## src/icl_pkg.sv

```systemverilog
// ----------------------------------------------------------------------------
// Implication closure engine package
// Shared codes, defaults and the token control word that moves along the
// chain of implication cells.
// ----------------------------------------------------------------------------
package icl_pkg;

  // Default sizes of the sets and of the implication table.
  localparam int SetBitsDef = 64;
  localparam int EntriesDef = 64;

  // Item kinds carried in tuser.
  localparam logic [1:0] KIND_INSERT  = 2'd0;
  localparam logic [1:0] KIND_CLOSURE = 2'd1;
  localparam logic [1:0] KIND_NEXT    = 2'd2;

  // Result status codes.
  localparam logic [1:0] ST_OK   = 2'd0;
  localparam logic [1:0] ST_FULL = 2'd1;
  localparam logic [1:0] ST_NONE = 2'd2;

  // Control word of a token. The flag means "set changed" for a closure
  // token and "premise found" for an insert token.
  typedef struct packed {
    logic valid;
    logic ins;
    logic flag;
  } tok_ctl_t;

endpackage

```

## src/icl_cell.sv

```systemverilog
// ----------------------------------------------------------------------------
// Implication cell
// Holds one premise and conclusion. Each token is registered on its way through:
// closure tokens pick up the conclusion, insert tokens overwrite it on a
// matching premise.
// ----------------------------------------------------------------------------
module icl_cell import icl_pkg::*; #(
  parameter int SET_BITS = SetBitsDef,
  parameter int ENTRIES  = EntriesDef,
  parameter int IDX      = 0,
  localparam int IW = $clog2(ENTRIES),
  localparam int CW = $clog2(ENTRIES + 1)
) (
  input  logic                clk,
  input  logic                rst,
  input  logic [CW-1:0]       count,
  input  tok_ctl_t            in_ctl,
  input  logic [SET_BITS-1:0] in_set,
  input  logic [SET_BITS-1:0] in_conc,
  output tok_ctl_t            out_ctl,
  output logic [SET_BITS-1:0] out_set,
  output logic [SET_BITS-1:0] out_conc,
  input  logic                wr_en,
  input  logic [IW-1:0]       wr_idx,
  input  logic [SET_BITS-1:0] wr_prem,
  input  logic [SET_BITS-1:0] wr_conc
);

  logic [SET_BITS-1:0] prem;
  logic [SET_BITS-1:0] conc;
  logic                live;
  logic                hit_sub;
  logic                hit_eq;
  tok_ctl_t            ctl_next;
  logic [SET_BITS-1:0] set_next;

  assign live    = (CW'(IDX) < count);
  assign hit_sub = ((prem & ~in_set) == '0);
  assign hit_eq  = (prem == in_set);

  // Token update as it passes this entry.
  always_comb begin
    ctl_next = in_ctl;
    set_next = in_set;
    if (in_ctl.valid && live) begin
      if (in_ctl.ins) begin
        if (hit_eq) begin
          ctl_next.flag = 1'b1;
        end
      end else if (hit_sub) begin
        set_next = in_set | conc;
        if ((conc & ~in_set) != '0) begin
          ctl_next.flag = 1'b1;
        end
      end
    end
  end

  // Token stage toward the next cell.
  always_ff @(posedge clk) begin
    if (rst) begin
      out_ctl <= '0;
    end else begin
      out_ctl <= ctl_next;
    end
    out_set  <= set_next;
    out_conc <= in_conc;
  end

  // Entry storage: append write from the controller or in-place overwrite.
  always_ff @(posedge clk) begin
    if (wr_en && (wr_idx == IW'(IDX))) begin
      prem <= wr_prem;
      conc <= wr_conc;
    end else if (in_ctl.valid && in_ctl.ins && live && hit_eq) begin
      conc <= in_conc;
    end
  end

endmodule

```

## config.mk

```make
export PLATFORM = sky130hd
export DESIGN_NAME = icl_cell
export DESIGN_NICKNAME = d
export VERILOG_FILES = /design/src/icl_pkg.sv /design/src/icl_cell.sv
export SDC_FILE = /design/constraint.sdc
export NUM_CORES = 1
export LEC_CHECK = 0
export BUFFER_PORTS_ARGS = -buffer_cell sky130_fd_sc_hd__buf_2
export CAP_MARGIN = 5
export CORE_AREA = 2 2 157 159
export CTS_CLUSTER_DIAMETER = 150
export DETAILED_ROUTE_END_ITERATION = 16
export DIE_AREA = 0 0 159 161
export HOLD_SLACK_MARGIN = 0.06
export PLACE_DENSITY_LB_ADDON = 0.08
export RECOVER_POWER = 50
export SYNTH_ARGS = -nofsm -noshare
export SYNTH_HDL_FRONTEND = slang
export SYNTH_SLANG_ARGS = --single-unit
```

## constraint.sdc

```tcl
create_clock -name clk -period 3.8 [get_ports clk]
set_input_delay 0.95 -clock clk [delete_from_list [all_inputs] [get_ports clk]]
set_output_delay 0.95 -clock clk [all_outputs]
set_load 0.005 [all_outputs]
```

==> results of run 1 <==
## area by class of cell
| type | count | area (um2) |
|---|---|---|
| Fill cell | 2275 | 11100 |
| Sequential cell | 259 | 6470 |
| Inverter | 65 | 249 |
| Clock inverter | 14 | 66.3 |
| Clock buffer | 38 | 831 |
| Timing Repair Buffer | 418 | 2090 |
| Antenna cell | 3 | 7.51 |
| Multi-Input combinational cell | 496 | 2780 |
| Tap cell | 324 | 405 |
## kinds of logic after synthesis
logic type | after synthesis | share of synthesized area
flip-flops | 259 | 0.674
buffers and inverters | 86 | 0.0381
AND/OR/NAND/NOR | 403 | 0.179
AO/OA/AOI/OAI | 29 | 0.0257
adder cells (fa/ha/maj) | 64 | 0.0834
## routing by layer
layer  track usage  share of wire  vias up  wire length [um]
met5             0        0.00032        -                10
met4        0.0645          0.023        2               738
met3        0.0578          0.078       47              2460
met2         0.412           0.48      338             15200
met1         0.309           0.42     3437             13200
li1              -              -     3689                 -
## cells in the mapped netlist
library cell / instances / area share
nor2_1: 2 / 0.00078
dfxtp_1: 131 / 0.27
buf_4: 1 / 0.00078
a22o_1: 5 / 0.0046
a21oi_1: 1 / 0.00052
nand4_1: 20 / 0.013
o41ai_1: 1 / 0.00091
edfxtp_1: 128 / 0.40
nand3_1: 2 / 0.0010
buf_6: 5 / 0.0059
nor3_1: 3 / 0.0016
a2111o_1: 5 / 0.0059
and4_1: 3 / 0.0027
o21ai_0: 1 / 0.00052
nor4_1: 18 / 0.012
nor3_2: 1 / 0.0010
or2_1: 1 / 0.00065
clkbuf_1: 13 / 0.0051
and3_1: 1 / 0.00065
a22oi_1: 10 / 0.0078
nor2b_1: 25 / 0.016
or4_1: 3 / 0.0023
inv_1: 65 / 0.025
nor4b_1: 1 / 0.00091
buf_1: 1 / 0.00039
a2111oi_0: 6 / 0.0055
nand2_1: 323 / 0.13
ha_1: 64 / 0.083
buf_2: 1 / 0.00052
## registers in the layout (all words and copies together) (netlist names)
| signal | count |
|---|---|
| out_ctl | 3 |
| prem | 64 |
| out_conc | 64 |
| out_set | 64 |
| conc | 64 |
## critical path, stage by stage
cell and delay (ps):
buf_2 100, inv_1 70, ha_1 260, nor4_1 590, nand4_1 180, or4_1 590, nor3_4 300, buf_12 240
nand2_1 80, nand2_1 60
## where the power goes
| group | total [uW] | switching (uW) | leakage, uW | internal (uW) |
|---|---|---|---|---|
| registers | 3030 | 22.1 | 0.00226 | 3010 |
| clock network | 2610 | 1090 | 0.000448 | 1520 |
| logic | 418 | 221 | 0.00330 | 197 |
| total | 6060 | 1330 | 0.00600 | 4730 |
## per-stage QoR
| stage | worst slack, ps | std cells | hold WS (ps) | power, uW | instance area [um2] |
|---|---|---|---|---|---|
| after floorplan | 4.17 | 841 | 432 | 3220 | 9600 |
| after detailed placement | 240 | 1562 | 447 | 3530 | 12100 |
| final | 832 | 1617 | 463 | 6060 | 12900 |
| after global placement | 299 | 1562 | 437 | 3520 | 12100 |
| after CTS | 798 | 1614 | 461 | 6140 | 13000 |
| after global routing | 705 | 1617 | 468 | 6290 | 12900 |
## final timing paths
path	start	to	slack (ps)	cells past startpoint
worst max-delay path	in_set[32]	out_set[15]	830	10
worst min-delay path	conc[56]	out_set[56]	460	2
worst max register to register	prem[32]	out_set[15]	1050	8
worst min register to register	conc[56]	out_set[56]	460	2
==> results_dict.tcl, run 1 <==
set metrics [dict create \
    dr_total_vias 7513 \
    die_h_um 161 \
    ys_ff_latch 259 \
    ios 406 \
    fin_util 0.538 \
    grt_pass1_vias 7555 \
    cts_tree "built" \
    arrival_ps 3440 \
    hold_buffers 0 \
    finClkSkew_ps 13.8 \
    routed_wl_mm 31.6 \
    coreArea_um2 24000 \
    status "completed" \
    grt_usage 0.241 \
    final_cell_mix "322 x nand2_1, 318 x buf_2, 131 x dfxtp_1" \
    grt_overflow 0 \
    seq_area_frac_synth 0.674 \
    cp_max_fo 30 \
    crit_required_ps 4270 \
    power.density_nw_per_um2 470 \
    slew_headroom 0.337 \
    root_buffer "clkbuf_16" \
    wl_per_cell_um 19.5 \
    start_util 0.401 \
    nNetsFinal 1607 \
    tns_ps 0 \
    drv_slew 0 \
    synth_warnings 0 \
    cts_made_buffers 28 \
    leakage_uw 0.00600 \
    clk_latency_ps 540 \
    grt_max_degree 65 \
    cts_sinks 259 \
    hold_viol_final 0 \
    hpwl_mm 25.1 \
    drc 0 \
    antenna_found_initial 4 \
    port_buffers 405 \
    postRouteAntennaNets 0 \
    ys_types 29 \
    start_kind "input port" \
    fmax_mhz 337 \
    min_path_type "flop to flop" \
    netlist_instances 841 \
    final-setup-viol-count 0 \
    syn_area_um2 9600 \
    critPathCaptureType "flop" \
    vias_per_cell 4.65 \
    die_w_um 159 \
    cts_setup_buffers 0 \
    layout-drive-gt1-share 0.294 \
    syn_area_per_cell_um2 11.4 \
    rows 57 \
    cts_buffer_depth 3 \
    rsz0062_at_grt "no" \
    period_needed_ps 2970 \
    fin_crit_sh 0.781 \
    gp_congestion 0.808 \
    design.die.area_um2 25600 \
    first_pass_iters 5 \
    worst_pin_slew_ps 970 \
    syn_nets 1180 \
    clk_pin_slew_worst_paths_ps 60 \
    layout_commonest_cell "nand2_1" \
    grt_pass1_wl_mm 45.7 \
    drtIter0Drc 368 \
    area_growth_pct 34.3 \
    path_class "input port to flop" \
    htreeDepth 1 \
    ctsResizeCount 0 \
    vdd_drop_max_mv 0.305 \
    maxCapViolCount 0 \
]
No activity file was read; power rests on OpenSTA's default activity.
==> inputs of run 2 (changes only) <==
Settings changed: ABC_AREA set to 1, CORE_AREA 2 2 157 159 to 2 2 159 161, DIE_AREA 0 0 159 161 to 0 0 161 163.
Clock period 3.8 ns to 2.5 ns, I/O delays scaled along.
==> results_dict.tcl, run 2 <==
set metrics [dict create \
    status "completed" \
    area_growth_pct 35.3 \
    cts_sinks 259 \
    synth_warnings 0 \
    coreArea_um2 24700 \
    layout_commonest_cell "nand2_1" \
    met1_usage 0.245 \
    routed_wl_mm 28.0 \
    setup_ws_ps 304 \
    fmax_mhz 455 \
    postRouteAntennaNets 0 \
    start_util 0.398 \
    vdd_drop_max_mv 0.423 \
    yosysMostFrequentCell "nand2_1" \
    design.die.area_um2 26200 \
    synth_edf_count 128 \
    nNetsFinal 1744 \
    use_met3 0.0573 \
    grt_usage 0.208 \
    wl_per_cell_um 15.9 \
    grt_pass1_vias 7752 \
    fin_crit_sh 0.878 \
    port_buffers 405 \
    clk_pin_slew_worst_paths_ps 60 \
    critPathCaptureType "flop" \
    rows 58 \
    grt_pass1_wl_mm 41.4 \
    netlist.top_cell.by_area "edfxtp_1" \
    min_path_type "input port to flop" \
    drtIter0Drc 320 \
    multiInputGateArea_um2 2930 \
    hold_buffers 0 \
    regArea_um2 6470 \
    die_w_um 161 \
    cts_buffer_depth 3 \
    final-setup-viol-count 0 \
    syn_nets 1312 \
    synthArstFlopShare 0 \
    ys_types 21 \
    leakage_uw 0.00646 \
    worst_pin_slew_ps 684 \
    cts_setup_buffers 0 \
    hold_viol_final 0 \
    rsz0062_at_grt "no" \
    path_class "input port to flop" \
    synthTopCellsByArea "edfxtp_1 39%, dfxtp_1 27%, nand2_1 16%, ha_1 8.2%, inv_1 3.3%" \
    netlist_instances 973 \
    drv_slew 0 \
    design_area_um2 13300 \
    gp_congestion 0.842 \
    clk_latency_ps 530 \
    fin_util 0.538 \
    cp_max_fo 28 \
    met2_usage 0.375 \
    dp_slack_ps -105 \
    syn_area_um2 9820 \
    place_area_um2 12400 \
    htreeDepth 1 \
    hpwl_mm 21.8 \
    finClkSkew_ps 7.00 \
    power.density_nw_per_um2 717 \
    period_needed_ps 2200 \
    final_cell_mix "410 x nand2_1, 367 x buf_2, 131 x dfxtp_1" \
    layout-drive-gt1-share 0.301 \
    antenna_found_initial 6 \
    arrival_ps 2460 \
    ys.flop_type "dfxtp_1" \
    cts_tree "built" \
    grt_overflow 0 \
    drc 0 \
    hold_slack_ps 206 \
    ctsResizeCount 0 \
    dr_total_vias 7739 \
    root_buffer "clkbuf_16" \
    seq_area_frac_synth 0.659 \
    ys_ff_latch 259 \
    crit_required_ps 2770 \
    cts_made_buffers 28 \
    synth.top_cell.area_share 0.392 \
    vias_per_cell 4.40 \
    grt.busiest_layer "met2" \
    synth_commonest_cells "411 x nand2_1, 131 x dfxtp_1, 128 x edfxtp_1" \
    tns_ps 0 \
    grt_max_degree 48 \
    maxCapViolCount 0 \
    final.fill_count 2316 \
    die_h_um 163 \
    ios 406 \
    first_pass_iters 4 \
    start_kind "input port" \
    slew_headroom 0.544 \
    syn_area_per_cell_um2 10.1 \
]
## run 2: cell count changes after synthesis, moves of 9 or more
cell / before / now
nor2b_1: 25 / 0
o21ai_1: 0 / 11
o21ai_0: 1 / 23
nor4_1: 18 / 1
nor2_1: 2 / 81
a22oi_1: 10 / 0
inv_1: 65 / 86
buf_2: 1 / 10
nand4_1: 20 / 6
nand2_1: 323 / 411
## run 2: power breakdown
| part | internal (uW) | switching [uW] |
|---|---|---|
| clock network | 2650 | 1630 |
| registers | 4580 | 32.7 |
| logic | 316 | 316 |
| total | 7540 | 1980 |
## run 2: cells by family (layout without fill, tap and decap cells)
| kind of cell | count (synthesis) | in the layout | share of synthesized area |
|---|---|---|---|
| and+or+nand+nor | 507 | 507 | 0.198 |
| DFF | 259 | 259 | 0.659 |
| AOI/OAI and AO/OA | 36 | 36 | 0.0184 |
| other | 0 | 2 | 0 |
| adders and majority gates | 64 | 64 | 0.0816 |
| buffers and inverters | 107 | 561 | 0.0433 |
## run 2: final timing paths
path / from / to / slack (ps) / cells after the start
setup / recovery: wr_en / conc[43] / 300 / 7
hold / removal: in_conc[8] / out_conc[8] / 210 / 1
setup reg to reg: prem[25] / conc[47] / 300 / 10
hold reg to reg: conc[57] / out_set[57] / 460 / 2
## run 2: worst max-delay path: stages
cell,delay [ps]
buf_2,90
nor3b_1,120
nand2_1,210
clkinvlp_2,590
buf_2,570
nand2_1,140
nand2_1,90
## run 2: per-layer routing
metal  up-vias  routed length [um]
met5         -                  32
met4         6                 634
met3        47                2320
met2       294               13900
met1      3431               11100
li1       3961                   -
## run 2: through the flow
step,power (uW),std cells
after detailed placement,5350,1705
final,9520,1759
after global routing,9910,1758
after CTS,9670,1757
after global placement,5350,1705
after floorplan,4920,973
## run 2: area by class of cell
| type | count | share of cell area |
|---|---|---|
| Multi-Input combinational cell | 607 | 0.221 |
| Timing Repair Buffer | 422 | 0.164 |
| Sequential cell | 259 | 0.487 |
| Clock inverter | 11 | 0.0118 |
| Clock buffer | 41 | 0.0610 |
| Tap cell | 330 | 0.0311 |
| Inverter | 87 | 0.0247 |
| Antenna cell | 2 | 0.000377 |
==> inputs of run 3 (changes only) <==
Settings changed: CORE_AREA 2 2 159 161 to 2 2 157 159, DIE_AREA 0 0 161 163 to 0 0 159 161.
Clock period 2.5 ns to 2.55 ns, I/O delays scaled along.
==> results_dict.tcl, run 3 (synthesized netlist as in run 2, its figures left out) <==
set metrics [dict create \
    grt_max_degree 48 \
    finClkSkew_ps 8.63 \
    root_buffer "clkbuf_16" \
    wl_met3_mm 2.13 \
    start_util 0.410 \
    final.fill_count 2281 \
    design_area_um2 13200 \
    cpMaxStageDelayCell "buf_2" \
    area_growth_pct 34.3 \
    setup_ws_ps 355 \
    cts_buffer_depth 3 \
    worst_pin_slew_ps 1060 \
    routed-wl-met2_mm 13.6 \
    postRouteAntennaNets 0 \
    vdd_drop_max_mv 0.646 \
    place_inst 1695 \
    min_path_type "input port to flop" \
    grt_pass1_wl_mm 41.9 \
    die_h_um 161 \
    leakage_uw 0.00637 \
    final_cell_mix "410 x nand2_1, 353 x buf_2, 131 x dfxtp_1" \
    grt_usage 0.211 \
    slew_headroom 0.297 \
    layout_commonest_cell "nand2_1" \
    hpwl_mm 21.2 \
    maxCapViolCount 0 \
    ctsResizeCount 0 \
    coreArea_um2 24000 \
    cts_tree "built" \
    final-setup-viol-count 0 \
    vias_per_cell 4.41 \
    cp_max_fo 47 \
    antenna_found_initial 10 \
    period_needed_ps 2190 \
    crit_top_cell "nand2_1" \
    cts_setup_buffers 0 \
    htreeDepth 1 \
    drc 0 \
    arrival_ps 2570 \
    drtIter0Drc 348 \
    clk_pin_slew_worst_paths_ps 60 \
    clk_latency_ps 530 \
    design.die.area_um2 25600 \
    crit_required_ps 2930 \
    die_w_um 159 \
    hold_buffers 0 \
    wl_per_cell_um 15.6 \
    power.density_nw_per_um2 698 \
    port_buffers 405 \
    path_class "input port to flop" \
    rsz0062_at_grt "no" \
    gp_congestion 0.805 \
    dr_total_vias 7752 \
    ios 406 \
    fin_crit_sh 0.861 \
    dp_slack_ps 59.9 \
    grt_pass1_vias 7900 \
    r2r_slack_ps 470 \
    cts_made_buffers 28 \
    routed_wl_mm 27.5 \
    routed.top_layer "met5" \
    status "completed" \
    first_pass_iters 4 \
    nNetsFinal 1740 \
    critPathCaptureType "flop" \
    tns_ps 0 \
    rows 57 \
    cts_sinks 259 \
    grt_overflow 0 \
    layout-drive-gt1-share 0.290 \
    crit_chain "buf_2, nor4_1, nand2_1, clkinvlp_2, buf_2, nand2_1, nand2_1" \
    place_area_um2 12300 \
    fmax_mhz 456 \
    cpPeakStageDelay_ps 790 \
    drv_slew 0 \
    hold_viol_final 0 \
    start_kind "input port" \
    m1WireLength_mm 11.2 \
    stdcell_count 1757 \
]
[run 3: cell types whose count changed in the layout (fill, tap and decap cells not counted), sizes merged]
| cell | previous run | this run |
|---|---|---|
| bufinv | 4 | 2 |
| clkinvlp | 2 | 3 |
| clkinv | 6 | 5 |
| clkbuf | 83 | 97 |
| diode | 2 | 10 |
| buf | 380 | 364 |
[run 3: per-stage QoR]
stage / utilization / total power [uW] / hold slack, ps
2_1_floorplan: - / 4820 / 438
3_3_place_gp: 0.514 / 5230 / 445
3_5_place_dp: 0.514 / 5240 / 447
4_1_cts: 0.554 / 9320 / 194
5_1_grt: 0.550 / 9570 / 189
6_report: 0.550 / 9200 / 220
[run 3: worst paths after layout]
| path | end | cells after the start | from |
|---|---|---|---|
| setup reg to reg | conc[36] | 10 | prem[24] |
| hold reg to reg | out_set[4] | 2 | conc[4] |
| hold / removal | out_conc[7] | 1 | in_conc[7] |
| setup / recovery | conc[0] | 7 | wr_idx[1] |
[run 3: metal layers]
metal / vias up / track usage
li1: 3965 / -
met1: 3459 / 0.247
met2: 287 / 0.381
met3: 37 / 0.0586
met4: 4 / 0.0587
met5: - / 0
[run 3: report_power, final]
part	switching [uW]	leakage [uW]	internal, uW
Sequential	29.9	0.00226	4490
Combinational	307	0.00366	305
Clock	1610	0.000456	2460
Total	1950	0.00637	7250
[run 3: cell type report]
class	count	area, um2	share of cell area
Antenna cell	10	25.0	0.00190
Clock buffer	43	838	0.0636
Clock inverter	9	103	0.00778
Inverter	87	328	0.0249
Multi-Input combinational cell	607	2930	0.222
Sequential cell	259	6470	0.490
Tap cell	324	405	0.0307
Timing Repair Buffer	418	2090	0.159
[run 3: worst max-delay path: cells and delay by family]
family	cells	cell delay, ps
AND/OR/NAND/NOR	4	810
buffers and inverters	3	1060
